==> config.mk <==
export PLATFORM = sky130hd
export DESIGN_NAME = fcc_dp
export DESIGN_NICKNAME = d
export VERILOG_FILES = /design/src/rtl/core/fcc_pkg.sv /design/src/rtl/core/fcc_dp.sv
export SDC_FILE = /design/constraint.sdc
export NUM_CORES = 1
export LEC_CHECK = 0
export BUFFER_PORTS_ARGS = -buffer_cell sky130_fd_sc_hd__buf_4
export CORE_AREA = 2 2 128 130
export CTS_CLUSTER_SIZE = 24
export DETAILED_ROUTE_END_ITERATION = 12
export DIE_AREA = 0 0 130 132
export PLACE_DENSITY_LB_ADDON = 0.2
export SETUP_SLACK_MARGIN = 0.05
export SLEW_MARGIN = 10
export SYNTH_ARGS = -nofsm -noshare
export SYNTH_HDL_FRONTEND = slang
export SYNTH_SLANG_ARGS = --single-unit
==> constraint.sdc <==
create_clock -name clk -period 5.4 [get_ports clk]
set_input_delay 0.27 -clock clk [delete_from_list [all_inputs] [get_ports clk]]
set_output_delay 0.27 -clock clk [all_outputs]
set_load 0.1 [all_outputs]
==> src/rtl/core/fcc_pkg.sv <==
// ----------------------------------------------------------------------------
// fcc_pkg
// Shared constants, codes and control types of the cluster chain engine.
// ----------------------------------------------------------------------------
package fcc_pkg;

    localparam int TABLE_ENTRIES = 65536;
    localparam int TBL_AW        = 16;
    localparam int LIMIT_W       = 17;

    localparam logic [LIMIT_W-1:0] LIMIT_MAX   = LIMIT_W'(TABLE_ENTRIES);
    localparam logic [LIMIT_W-1:0] LIMIT_RESET = LIMIT_W'(65536);
    localparam logic [LIMIT_W-1:0] MIN_CLUSTER = LIMIT_W'(2);

    localparam logic [31:0] MASK28  = 32'h0FFF_FFFF;
    localparam logic [31:0] MASK16  = 32'h0000_FFFF;
    localparam logic [31:0] EOC28   = 32'h0FFF_FFF8;
    localparam logic [31:0] EOC16   = 32'h0000_FFF8;
    localparam logic [31:0] TOPBITS = 32'hF000_0000;

    // operation codes
    localparam logic [2:0] OP_LOAD   = 3'd0;
    localparam logic [2:0] OP_SET    = 3'd1;
    localparam logic [2:0] OP_FOLLOW = 3'd2;
    localparam logic [2:0] OP_ALLOC  = 3'd3;
    localparam logic [2:0] OP_FREE   = 3'd4;
    localparam logic [2:0] OP_READ   = 3'd5;

    // status codes
    localparam logic [1:0] ST_OK      = 2'd0;
    localparam logic [1:0] ST_EOC     = 2'd1;
    localparam logic [1:0] ST_INVALID = 2'd2;
    localparam logic [1:0] ST_FULL    = 2'd3;

    // register index (paddr[2])
    localparam logic REG_WIDE  = 1'b0;
    localparam logic REG_LIMIT = 1'b1;

    typedef struct packed {
        logic start;
        logic step;
    } fcc_cmd_t;

    typedef struct packed {
        logic last;
        logic out_free;
    } fcc_sts_t;

endpackage

==> src/rtl/core/fcc_dp.sv <==
// ----------------------------------------------------------------------------
// fcc_dp
// Datapath: request registers, entry decode, table write/read control and
// result register.
// ----------------------------------------------------------------------------
module fcc_dp import fcc_pkg::*; (
    input  logic               clk,
    input  logic               rst_n,
    input  fcc_cmd_t           cmd,
    output fcc_sts_t           sts,
    input  logic [2:0]         operation,
    input  logic [15:0]        cluster,
    input  logic [31:0]        value,
    input  logic               wide_entries,
    input  logic [LIMIT_W-1:0] limit_cfg,
    output logic               ram_we,
    output logic [TBL_AW-1:0]  ram_waddr,
    output logic [31:0]        ram_wdata,
    output logic               ram_re,
    output logic [TBL_AW-1:0]  ram_raddr,
    input  logic [31:0]        ram_rdata,
    output logic               out_valid,
    input  logic               out_ready,
    output logic [1:0]         status,
    output logic [15:0]        result_cluster,
    output logic [31:0]        entry_value
);

    logic [2:0]         op_reg;
    logic [31:0]        val_reg;
    logic [LIMIT_W-1:0] ptr_reg, ptr_next;
    logic [LIMIT_W-1:0] cnt_reg, cnt_next;
    logic               out_valid_reg;
    logic [1:0]         status_reg;
    logic [15:0]        rc_reg;
    logic [31:0]        ev_reg;

    logic [LIMIT_W-1:0] lim;
    logic [31:0]        ent;
    logic               ent_eoc, ent_ok, ptr_ok;
    logic [31:0]        fill_word, clear_word, set_word;
    logic               last, we;
    logic [31:0]        wdata;
    logic [1:0]         st;
    logic [15:0]        rc;
    logic [31:0]        ev;

    // effective limit, saturated to table size
    assign lim = (limit_cfg > LIMIT_MAX) ? LIMIT_MAX : limit_cfg;

    assign ent     = ram_rdata & (wide_entries ? MASK28 : MASK16);
    assign ent_eoc = wide_entries ? (ent >= EOC28) : (ent >= EOC16);
    assign ent_ok  = (ent[31:LIMIT_W] == '0) && (ent[LIMIT_W-1:0] >= MIN_CLUSTER)
                     && (ent[LIMIT_W-1:0] < lim);
    assign ptr_ok  = (ptr_reg >= MIN_CLUSTER) && (ptr_reg < lim);

    assign fill_word  = wide_entries ? ((ram_rdata & TOPBITS) | MASK28) : MASK16;
    assign clear_word = wide_entries ? (ram_rdata & TOPBITS) : 32'd0;
    assign set_word   = wide_entries ? ((ram_rdata & TOPBITS) | (val_reg & MASK28))
                                     : (val_reg & MASK16);

    always_comb
    begin
        last     = 1'b1;
        we       = 1'b0;
        wdata    = 32'd0;
        ptr_next = ptr_reg;
        cnt_next = cnt_reg;
        st       = ST_OK;
        rc       = 16'd0;
        ev       = 32'd0;
        case (op_reg)
            OP_LOAD:
            begin
                we    = 1'b1;
                wdata = val_reg;
            end
            OP_SET:
            begin
                we    = 1'b1;
                wdata = set_word;
            end
            OP_FOLLOW:
            begin
                if (!ptr_ok)
                begin
                    st = ST_INVALID;
                end
                else
                begin
                    ev = ent;
                    if (ent_eoc)
                    begin
                        st = ST_EOC;
                    end
                    else if (!ent_ok)
                    begin
                        st = ST_INVALID;
                    end
                    else
                    begin
                        rc = ent[15:0];
                    end
                end
            end
            OP_ALLOC:
            begin
                if (ptr_reg >= lim)
                begin
                    st = ST_FULL;
                end
                else if (ent == 32'd0)
                begin
                    we    = 1'b1;
                    wdata = fill_word;
                    rc    = ptr_reg[15:0];
                end
                else
                begin
                    last     = 1'b0;
                    ptr_next = ptr_reg + LIMIT_W'(1);
                end
            end
            OP_FREE:
            begin
                if (!ptr_ok)
                begin
                    st = ST_INVALID;
                end
                else
                begin
                    we       = 1'b1;
                    wdata    = clear_word;
                    cnt_next = cnt_reg + LIMIT_W'(1);
                    // a self link stops the walk: the read in the same cycle would return the old, uncleared entry
                    if (!(ent_eoc || !ent_ok || (ent[LIMIT_W-1:0] == ptr_reg)
                          || (cnt_next >= lim)))
                    begin
                        last     = 1'b0;
                        ptr_next = ent[LIMIT_W-1:0];
                    end
                end
            end
            OP_READ:
            begin
                ev = ent;
            end
            default:
            begin
                st = ST_INVALID;
            end
        endcase
    end

    assign sts.last     = last;
    assign sts.out_free = !out_valid_reg || out_ready;

    assign ram_we    = cmd.step && we;
    assign ram_waddr = ptr_reg[TBL_AW-1:0];
    assign ram_wdata = wdata;
    assign ram_re    = cmd.start || (cmd.step && !last);
    assign ram_raddr = cmd.start ? ((operation == OP_ALLOC) ? MIN_CLUSTER[TBL_AW-1:0]
                                                            : cluster)
                                 : ptr_next[TBL_AW-1:0];

    always_ff @(posedge clk)
    begin
        if (cmd.start)
        begin
            op_reg  <= operation;
            val_reg <= value;
            ptr_reg <= (operation == OP_ALLOC) ? MIN_CLUSTER : {1'b0, cluster};
            cnt_reg <= '0;
        end
        else if (cmd.step)
        begin
            ptr_reg <= ptr_next;
            cnt_reg <= cnt_next;
        end
        if (cmd.step && last)
        begin
            status_reg <= st;
            rc_reg     <= rc;
            ev_reg     <= ev;
        end
    end

    always_ff @(posedge clk or negedge rst_n)
    begin
        if (!rst_n)
        begin
            out_valid_reg <= 1'b0;
        end
        else if (cmd.step && last)
        begin
            out_valid_reg <= 1'b1;
        end
        else if (out_ready)
        begin
            out_valid_reg <= 1'b0;
        end
    end

    assign out_valid      = out_valid_reg;
    assign status         = status_reg;
    assign result_cluster = rc_reg;
    assign entry_value    = ev_reg;

    a_we_in_step: assert property (@(posedge clk) disable iff (!rst_n)
        ram_we |-> (cmd.step && sts.out_free))
        else $error("table write outside an evaluation step");

    a_result_source: assert property (@(posedge clk) disable iff (!rst_n)
        $rose(out_valid_reg) |-> $past(cmd.step && last))
        else $error("result appeared without a finishing step");

    a_finish_loads: assert property (@(posedge clk) disable iff (!rst_n)
        (cmd.step && last) |=> out_valid_reg)
        else $error("finishing step did not post a result");

endmodule

# == After elaboration in Yosys (flattened, before gate mapping) ==
# Cells that the tools add are included.
# word_totals
in_bits,106
n_memories,0
ff_bits,120
out_inout_bits,119
elab_cells,101
latch_bits,0
ram_bits,0
rom_bits,0
# classes
div,0
n_lt_le_gt_ge,9
n_mul,0
shifts,0
n_addsub,2
mux,44
eq_ne,11
reduce_logical,24
bitwise,2
# op_table
cell,n
32-bit 2-to-1 mux,7
16-bit 2-to-1 mux,8
32-bit one-hot mux with 4 select lines,1
17-bit 2-to-1 mux,7
32-bit one-hot mux with 2 select lines,1
"17-bit by 1-bit adder with 17-bit output, second input constant",2
17-bit >= comparator,2
"17-bit by 2-bit >= comparator with 1-bit output, second input constant",2
17-bit < comparator,2
17-bit one-hot mux with 2 select lines,1
32-bit by 28-bit AND with 32-bit output,1
"32-bit by 16-bit >= comparator with 1-bit output, second input constant",1
"32-bit by 28-bit >= comparator with 1-bit output, second input constant",1
32-bit zero test,1
32-bit by 28-bit OR with 32-bit output,1
16-bit one-hot mux with 2 select lines,1
28-bit 2-to-1 mux,1
17-bit == test,1
"17-bit > comparator, second input constant",1
15-bit zero test,1
"3-bit inequality test, second input constant",4
2-bit 2-to-1 mux,5
"3-bit by 2-bit == test with 1-bit output, second input constant",3
1-bit 2-to-1 mux,9
15 further kinds,28

# == Depth between registers and ports, before layout ==
# Gate-level depths: netlist (run 1).
# depth
word_depth,15
depth_mapped,18
depth_no_buf,17

# == Worst setup path after synthesis (run 1) ==
# OpenSTA, ideal clock, no wires.
# synth_timing
kind,register -> register
from,register cnt_reg[0]
to,register ptr_reg[2] (data pin)
period_less_slack_ps,7471
stages_incl_launch_ff,17
t_required_ps,4515
slack_ps,-2071
n_path_buf,1
arrival_time_ps,6586
setup_time_ps,885
cell_sequence,dfxtp_1 ha_1 nand2_1 nor3_1 and3_1 and3_1 and3_1 nand3_1 xnor2_1 ha_1 nand4_1 nor4_1 a221oi_1 o211a_1 nand3_1 buf_2 o311ai_0
# synth_between
elab_chain_cells,8
# synth_rtl
element,line_no,rtl
start: declaration,fcc_dp.sv:32,"logic [LIMIT_W-1:0] cnt_reg, cnt_next;"
start signal: assignment,fcc_dp.sv:178,cnt_reg <= cnt_next;
17-bit by 1-bit adder with 17-bit output,fcc_dp.sv:134,cnt_next = cnt_reg + LIMIT_W'(1);
17-bit >= comparator,fcc_dp.sv:137,|| (cnt_next >= lim)))
1-bit logical OR,fcc_dp.sv:137,
17-bit 2-to-1 mux,fcc_dp.sv:136,if (!(ent_eoc || !ent_ok || (ent[LIMIT_W-1:0] == ptr_reg)
17-bit 2-to-1 mux,fcc_dp.sv:126,if (!ptr_ok)
17-bit one-hot mux with 2 select lines,fcc_dp.sv:72,case (op_reg)
17-bit 2-to-1 mux,fcc_dp.sv:175,else if (cmd.step)
17-bit 2-to-1 mux,fcc_dp.sv:168,if (cmd.start)
end signal: assignment,fcc_dp.sv:172,"ptr_reg <= (operation == OP_ALLOC) ? MIN_CLUSTER : {1'b0, cluster};"
end signal: assignment,fcc_dp.sv:177,ptr_reg <= ptr_next;
end: declaration,fcc_dp.sv:31,"logic [LIMIT_W-1:0] ptr_reg, ptr_next;"
# Every way passes these cells. The select of a mux whose other input is x is not followed.
# A chain may end at the register's enable or synchronous reset.

# == Worst setup path in the final report (run 1) ==
# layout_timing
from,register cnt_reg[4]
to,output port ram_raddr[5]
# layout_between
elab_chain_cells,7
# layout_rtl
element,line_no,rtl
17-bit by 1-bit adder with 17-bit output,fcc_dp.sv:134,
17-bit >= comparator,fcc_dp.sv:137,
1-bit logical OR,fcc_dp.sv:137,
17-bit 2-to-1 mux,fcc_dp.sv:136,
17-bit 2-to-1 mux,fcc_dp.sv:126,
17-bit one-hot mux with 2 select lines,fcc_dp.sv:72,
16-bit 2-to-1 mux,fcc_dp.sv:162,assign ram_raddr = cmd.start ? ((operation == OP_ALLOC) ? MIN_CLUSTER[TBL_AW-1:0]
end: declaration,fcc_dp.sv:20,"output logic [TBL_AW-1:0] ram_raddr,"
# Every way passes these cells. The select of a mux whose other input is x is not followed.

==> results.yml, run 1 <==
critical_path:
  reg2reg_from: "cnt_reg[4]"
  regToRegSetupSlack_ps: 1090
  reg2reg_depth: 16
  worstPathRequired_ps: 5130
  worstReg2RegEnd: "result_cluster[11]"
  crit_path_start_kind: "flop"
  cp-end-kind: "output port"
  path_class: "reg -> out"
  critPathMaxFanout: 16
  cp.arrival_ps: 4720
clock_tree:
  cts.htree.levels: 4
  cts_root_buf: "clkbuf_16"
  numCtsBuffers: 17
  clk_latency_ps: 420
  clock_path_buffers: 2
  cts.sinks: 116
  cts_setup_buffers: 0
  clk_pin_slew_ps: 50
  tritoncts: "yes"
placement:
  gp_congestion: 0.8952
  place_inst: 1112
  portBuffers: 220
  dpl.hpwl_um: 15770
  dp_slack_ps: 790.9
power_and_ir_drop:
  p_leak_nw: 4.346
  ir_drop_mv: 0.2170
  power_density_nw_per_um2: 344.0
worst_hold_path:
  hold_path.startpoint: "value[20]"
  hold_end: "val_reg[20]"
  whs_path_depth: 1
  hp-class: "in -> reg"
yosys:
  ys.flop_type: "edfxtp_1"
  synth_cell_types: 60
  ys_seq_area_frac: 0.4555
  syn_area_um2: 7263
  async_flop_share: 0.008621
  synth-edff-count: 98
  synth.area.top_cells: "edfxtp_1 (41%), ha_1 (9.3%), dfxtp_1 (4.7%)"
  synth.largest_area_cell: "edfxtp_1"
  ys_warn_count: 0
  netlist_instances: 725
  synth_top_area_share: 0.4052
  ys_seq_elements: 116
  syn_area_per_cell_um2: 10.02
floorplanning:
  pin_count: 225
  die-area_um2: 17160
  coreArea_um2: 15710
  die_w_um: 130
  dieHeight_um: 132
  initial_core_util: 0.4623
  rows: 46
routing:
  final_antenna_net_count: 0
  post-route-drc-count: 0
  num_vias: 6424
  route.detailed.wl_per_inst_um: 18.31
  viasPerCell: 5.610
  drt_iter0_drc: 458
  dr.pass1.iters: 5
  routed_wl_um: 20970
sta:
  hold_viol_final: 0
  setup_tns_ps: 0
  timing.fmax_mhz: 200.2
  min_period_ps: 4995
  timing.final.crit_share: 0.9250
  worst_pin_slew_ps: 1128
  relSlewSlack: 0.2451
  setup_ws_ps: 405.2
  setup_viol: 0
  rsz0062_at_grt: "false"
  drv_slew: 0
  finClkSkew_ps: 6.761
final_layout:
  syn_to_final_growth_pct: 31.85
  utilization: 0.6095
  final_layout_size_suffix_gt1_frac: 0.2853
  final_cells: 1145
  fillCellCount: 1367
  largest_register_ffs: 32
  fin_nets: 1076
  diodes: 0
global_routing:
  grt_overflow: 0
  grt_pass1_wl_um: 31530
  grt.total_usage: 0.2389
  antenna_found_initial: 0
  grt_max_degree: 47
  grt_pass1_vias: 5964
job:
  drv_cap: 0
run_status:
  status: "finished, final reports clean"
-- layout by cell type (no fill, tap or decap), types with 21 or more instances in the layout --
cell type | Yosys | final
ha_1 | 54 | 54
nand4_1 | 22 | 22
a21oi_1 | 27 | 27
nor2_1 | 48 | 47
edfxtp_1 | 98 | 98
nand2_1 | 90 | 90
xnor2_1 | 22 | 22
buf_4 | 21 | 228
xor2_1 | 27 | 27
and3_1 | 21 | 21
-- report_power, final --
part	internal (W)	switching, W	leakage [nW]
Clock	0.000761	0.000386	0.294
Combinational	0.000250	0.000781	2.91
Sequential	0.00105	0.0000656	1.14
Total	0.00206	0.00123	4.35
-- cell families after synthesis --
logic type,count (synthesis),share of synthesized area
and+or+nand+nor,275,0.1871
adders and majority gates,54,0.09302
DFF,116,0.4555
buffers and inverters,80,0.05323
xor gates and xnor gates,49,0.05909
AOI/OAI and AO/OA,139,0.1363
other,1,0.0005163
muxes,11,0.01533
-- worst max path at each step --
stage                     cells after the start  slack [ps]       start            to
after CTS                                    18         310  cnt_reg[0]  ram_raddr[7]
after global placement                       18         860  cnt_reg[0]  ram_raddr[7]
after global routing                         18          70  cnt_reg[0]  ram_raddr[7]
after floorplan                              16        -630  cnt_reg[0]    ptr_reg[2]
after detailed placement                     18         790  cnt_reg[0]  ram_raddr[7]
final                                        17         410  cnt_reg[4]  ram_raddr[5]
-- what timing repair did --
action                     4_1_cts  5_1_grt
gates resized for setup          0        1
setup endpoints to repair        0        9
hold endpoints to repair         1        0
hold buffers                     1        0
-- per-stage QoR --
stage	area, um2	hold WS [ps]	total power [W]
after floorplan	7289	-25.59	0.001901
after global placement	8965	46.29	0.002149
after detailed placement	8965	47.97	0.002158
after CTS	9572	6.215	0.003315
after global routing	9577	7.366	0.003405
final	9577	26.01	0.003295
-- worst max-delay path: stages (launching register included) --
cell,delay (ps)
dfxtp_1,420
nand3_1,140
nor3_1,360
and3_1,270
and3_1,220
and3_1,250
nand3_1,110
xnor2_1,150
ha_1,320
a21oi_1,130
nand2_1,80
a221oi_1,290
o211a_1,260
nand3_1,200
buf_4,290
o21a_1,200
a32oi_2,270
buf_4,350
-- synthesized netlist by cell type (all sizes together), types with 2 or more instances --
master	count
edfxtp	98
nand2	90
ha	54
nor2	48
clkbuf	33
a21oi	28
buf	27
xor2	27
o21ai	25
and3	22
nand4	22
xnor2	22
and2	21
nand3	21
inv	20
nor4	20
a21o	17
dfxtp	17
a22o	16
nor3	14
mux2i	10
a22oi	9
o31a	9
o31ai	5
a32o	4
nand2b	4
o21a	4
a221oi	3
nor2b	3
o311ai	3
or3	3
or4	3
a31oi	2
a32oi	2
o2111ai	2
o211ai	2
-- area by class of cell --
class,count,area [um2],area share
tap,216,270.3,0.02822
multi-input combinational,532,3605,0.3764
clock buffer,19,432.9,0.04521
clock inverter,13,163.9,0.01712
sequential,116,3308,0.3454
timing repair buffer,229,1722,0.1798
inverter,20,75.07,0.007839
-- routing by layer --
metal / global-route usage / routed length [um] / share of wire / vias to the layer above
li1: - / - / - / 3040
met1: 0.3166 / 9034 / 0.43 / 3057
met2: 0.3796 / 9804 / 0.47 / 281
met3: 0.05276 / 1597 / 0.076 / 46
met4: 0.09438 / 529 / 0.025 / 0
met5: 0 / 0 / 0 / -
Note: power is estimated with default switching activity, not from simulation.
==> run 2: changes to the inputs <==
- CAP_MARGIN: default -> 20
- CELL_PAD_IN_SITES_DETAIL_PLACEMENT: default -> 1
- CELL_PAD_IN_SITES_GLOBAL_PLACEMENT: default -> 1
- CORE_AREA: 2 2 128 130 -> 2 2 148 150
- DIE_AREA: 0 0 130 132 -> 0 0 150 152
- SLEW_MARGIN: 10 -> default
==> run 2 against run 1 <==
  * Clock power down 5%
  * Sequential share of layout area down 0.44 points
  * Sequential power about the same
  * Utilization down 16 points
  * Sequential cell count unchanged
  * Register-to-register slack worse by 70 ps
  * First-iteration DRC count down 31%
  * Critical path type unchanged
  * Highest routed layer unchanged
==> results.yml, run 2 (synthesis results as in run 1) <==
run_status:
  status: "finished, final reports clean"
critical_path:
  worstPathRequired_ps: 5130
  crit_family: "simple AND/OR/NAND/NOR gates"
  critPathSlowestCell: "dfxtp_1"
  slowest_delay_ps: 430
  cpMostUsedCell: "and3_1"
  regToRegSetupSlack_ps: 1020
  cp-end-kind: "output port"
  critPathMaxFanout: 21
  path_class: "reg -> out"
  crit_path_start_kind: "flop"
  cp_num_buf_inv: 2
  worstPathCellList: "ha_1, nand2_1, nor3_2, and3_1, and3_1, and3_1, nand3_1, xnor2_1, ha_1, nand4_1, nor4_1, a221oi_1, o211a_1, nand3_1, buf_6, mux2_2, o21ai_1, buf_6"
  cp.arrival_ps: 4790
floorplanning:
  rows: 54
  dieHeight_um: 152
  pin_count: 225
  die_w_um: 150
  die-area_um2: 22800
  coreArea_um2: 21350
  initial_core_util: 0.3402
sta:
  setup_ws_ps: 339.7
  hold_viol_final: 0
  finClkSkew_ps: 11.16
  setup_tns_ps: 0
  hold_slack_ps: 21.37
  relSlewSlack: 0.3580
  timing.final.crit_share: 0.9371
  rsz0062_at_grt: "false"
  worst_pin_slew_ps: 961.0
  min_period_ps: 5060
  setup_viol: 0
  timing.fmax_mhz: 197.6
  drv_slew: 0
final_layout:
  final_area_um2: 9701
  diodes: 0
  largest_register_ffs: 32
  layout_common_cells: "buf_4 (228), edfxtp_1 (98), nand2_1 (90), ha_1 (54), nor2_1 (47)"
  final_layout_size_suffix_gt1_frac: 0.2927
  fin_nets: 1083
  syn_to_final_growth_pct: 33.56
  layout_commonest_cell: "buf_4"
placement:
  portBuffers: 220
  dpl.hpwl_um: 18460
  dpl_cell_area_um2: 9091
  dp_slack_ps: 519.2
  gp_congestion: 0.8305
global_routing:
  grt_pass1_vias: 6413
  grt.total_usage: 0.2127
  grt_overflow: 0
  antenna_found_initial: 0
  grt_pass1_wl_um: 36970
  grt_max_degree: 76
routing:
  route.detailed.wl_per_inst_um: 19.99
  num_vias: 6431
  viasPerCell: 5.289
  post-route-drc-count: 0
  drt_iter0_drc: 316
  dr.pass1.iters: 4
  routed_wl_um: 24310
  final_antenna_net_count: 0
clock_tree:
  cts_setup_buffers: 0
  numCtsBuffers: 17
  tritoncts: "yes"
  cts_root_buf: "clkbuf_16"
  cts.htree.levels: 4
  clk_pin_slew_ps: 60
  clock_path_buffers: 2
  cts.sinks: 116
  clk_latency_ps: 420
power_and_ir_drop:
  p_leak_nw: 4.356
  ir_drop_mv: 0.2197
  total_power_w: 0.003264
  power_density_nw_per_um2: 336.5
worst_hold_path:
  hp-class: "in -> reg"
job:
  drv_cap: 0
==> run 2: cell types whose count changed in the layout (fill, tap and decap cells not counted) <==
cell	delta
a21boi_0	-1
clkinv_1	-4
buf_6	+3
clkbuf_1	-1
clkinv_4	+1
buf_12	+1
inv_6	+4
a21boi_1	+1
dlygate4sd3_1	+3
clkinvlp_4	+4
clkinv_2	-1
bufinv_16	-3
==> run 2: per-stage QoR <==
step	util	std cells
final	0.4543	1216
after global routing	0.4543	1216
after CTS	0.4524	1213
after detailed placement	0.4258	1180
after global placement	0.4253	1179
after floorplan	-	728
==> run 2: worst register-to-register path: cells and delay by family (launching register included) <==
kind | cells | cell delay (ps)
simple gates | 11 | 2010
fa+ha+maj | 2 | 580
flops | 1 | 430
compound gates | 2 | 330
xor+xnor | 1 | 160
buf+inv | 2 | 510
==> run 2: power breakdown <==
group          switching (W)  total (W)  internal (W)
clock network       0.000458    0.00109      0.000636
logic               0.000801    0.00106      0.000259
registers          0.0000611    0.00111       0.00105
total                0.00132    0.00326       0.00194
==> run 2: repair_timing <==
action / CTS / global route
resized for setup: 0 / 3
hold buffers: 1 / 3
endpoints found under the hold margin: 1 / 3
setup endpoints to repair: 0 / 4
==> run 2: final timing paths <==
path | cells past startpoint | from | end
max in group asynchronous | 2 | rst_n | out_valid
setup / recovery | 18 | cnt_reg[0] | ram_raddr[7]
min in group asynchronous | 2 | rst_n | out_valid
hold / removal | 1 | value[1] | val_reg[1]
hold reg to reg | 2 | out_valid | out_valid
setup reg to reg | 18 | cnt_reg[0] | result_cluster[7]
==> run 2: layer usage <==
layer | vias up | wire [um] | GRT usage
met5 | - | 0 | 0
met4 | 0 | 344 | 0.05301
met3 | 25 | 1156 | 0.03904
met2 | 171 | 12000 | 0.3564
met1 | 3176 | 10820 | 0.2829
li1 | 3059 | - | -
==> run 2: final cells by class <==
| cell class | instances | area (um2) |
|---|---|---|
| inverters | 20 | 75.07 |
| repair buffers | 236 | 1805 |
| well taps | 280 | 350.3 |
| fillers | 2421 | 11650 |
| flip-flops and latches | 116 | 3308 |
| clock inverters | 14 | 127.6 |
| clock buffers | 18 | 429.2 |
| multi-input cells | 532 | 3605 |
==> run 3: changes to the inputs <==
- CORE_AREA: 2 2 148 150 -> 2 2 174 176
- DIE_AREA: 0 0 150 152 -> 0 0 176 178
==> run 3 against run 2 <==
  * Die area rose by 37%
  * Register-to-register slack barely moved
  * Sequential power barely moved
  * Clock skew rose by 0.80 ps
  * Global-route usage fell by 4.0 points
  * Critical endpoint unchanged
==> results.yml, run 3 (synthesis results as in run 1) <==
placement:
  gp_congestion: 0.7957
  dpl.hpwl_um: 20560
  dpl_cell_area_um2: 9260
  portBuffers: 220
clock_tree:
  cts.htree.levels: 4
  clk_latency_ps: 430
  tritoncts: "yes"
  cts_setup_buffers: 0
  numCtsBuffers: 17
  cts_root_buf: "clkbuf_16"
  clk_pin_slew_ps: 60
  clock_path_buffers: 2
  cts.sinks: 116
sta:
  min_period_ps: 5043
  rsz0062_at_grt: "false"
  finClkSkew_ps: 11.96
  worst_pin_slew_ps: 924.5
  relSlewSlack: 0.3822
  hold_viol_final: 0
  timing.final.crit_share: 0.9340
  timing.fmax_mhz: 198.3
  setup_viol: 0
  drv_slew: 0
  setup_tns_ps: 0
routing:
  post-route-drc-count: 0
  drt_iter0_drc: 338
  dr.pass1.iters: 4
  num_vias: 6485
  viasPerCell: 4.800
  route.detailed.wl_per_inst_um: 19.96
  routed_wl_um: 26960
  final_antenna_net_count: 0
final_layout:
  syn_to_final_growth_pct: 39.38
  register_area_um2: 3308
  fin_nets: 1108
  multi_input_area_um2: 3617
  layout_common_cells: "buf_4 (233), edfxtp_1 (98), nand2_1 (90), ha_1 (54), nor2_1 (47)"
  final_layout_size_suffix_gt1_frac: 0.2914
  fillCellCount: 3351
  diodes: 0
  largest_register_ffs: 32
  final_area_um2: 10120
  layout_commonest_cell: "buf_4"
critical_path:
  crit_start: "cnt_reg[0]"
  worstReg2RegEnd: "ptr_reg[16]"
  path_class: "reg -> out"
  cp.arrival_ps: 4770
  reg2reg_depth: 18
  crit_path_start_kind: "flop"
  cp-end-kind: "output port"
  worstPathRequired_ps: 5130
  reg2reg_from: "cnt_reg[0]"
  critPathMaxFanout: 21
  regToRegSetupSlack_ps: 1030
global_routing:
  grt_overflow: 0
  grt.total_usage: 0.1731
  grt_pass1_wl_um: 40550
  antenna_found_initial: 0
  grt_pass1_vias: 6803
  grt_max_degree: 57
power_and_ir_drop:
  p_leak_nw: 4.487
  ir_drop_mv: 0.1624
  power_density_nw_per_um2: 331.3
job:
  drv_cap: 0
worst_hold_path:
  hp-class: "in -> reg"
  hold_path.startpoint: "value[14]"
  hold_end: "val_reg[14]"
  whs_path_depth: 1
floorplanning:
  initial_core_util: 0.2470
  dieHeight_um: 178
  rows: 63
  pin_count: 225
  die_w_um: 176
  coreArea_um2: 29400
  die-area_um2: 31330
run_status:
  status: "finished, final reports clean"
run 3: what timing repair did:
item / CTS / global route
gates resized for setup: 0 / 3
hold buffers: 21 / 5
endpoints found under the hold margin: 21 / 5
setup endpoints to repair: 0 / 5
run 3: worst max path at each step:
stage	cells after the start	end	slack [ps]
floorplan	16	ptr_reg[2]	-630
global placement	18	ram_raddr[7]	650
detailed placement	18	ram_raddr[7]	640
CTS	18	ram_raddr[7]	170
global route	16	ram_raddr[3]	60
finish	18	ram_raddr[7]	360
run 3: per-layer routing:
metal	global-route usage	wire length, um	vias to the layer above
met5	0	0	-
met3	0.02877	1124	29
li1	-	-	3108
met1	0.2280	12180	3197
met2	0.2892	13150	151
met4	0.05751	512	0
run 3: final cells by class:
class                   count  share of cell area
flip-flops and latches    116              0.3268
multi-input cells         532              0.3573
well taps                 390             0.04820
clock buffers              17             0.04202
repair buffers            261              0.2024
inverters                  20            0.007416
clock inverters            15             0.01582
run 3: stage by stage:
stage / utilization / instances / total power, W / hold WS [ps] / setup slack, ps
2_1_floorplan: - / 728 / 0.001901 / -25.59 / -629.6
3_5_place_dp: 0.3150 / 1293 / 0.002205 / 45.79 / 637.1
5_1_grt: 0.3443 / 1351 / 0.003484 / 0.9031 / 62.94
6_report: 0.3443 / 1351 / 0.003353 / 18.60 / 356.6
3_3_place_gp: 0.3150 / 1293 / 0.002197 / 45.73 / 647.4
4_1_cts: 0.3420 / 1346 / 0.003392 / 0.1124 / 169.2
run 3: report_power, final:
| group | total, W | leakage [nW] | internal, W | switching [W] |
|---|---|---|---|---|
| Sequential | 0.00112 | 1.14 | 0.00105 | 0.0000668 |
| Clock | 0.00116 | 0.284 | 0.000656 | 0.000502 |
| Combinational | 0.00108 | 3.07 | 0.000271 | 0.000810 |
run 3: critical path: stages (launching register included):
cell and delay, ps:
dfxtp_1 420, ha_1 260, nand2_1 90, nor3_2 220, and3_1 260, and3_1 230
and3_1 250, nand3_1 110, xnor2_1 150, ha_1 300, nand4_1 110, nor4_1 310
a221oi_1 120, o211a_1 210, nand3_1 160, buf_12 190, mux2_2 350, o21ai_1 240
buf_4 340
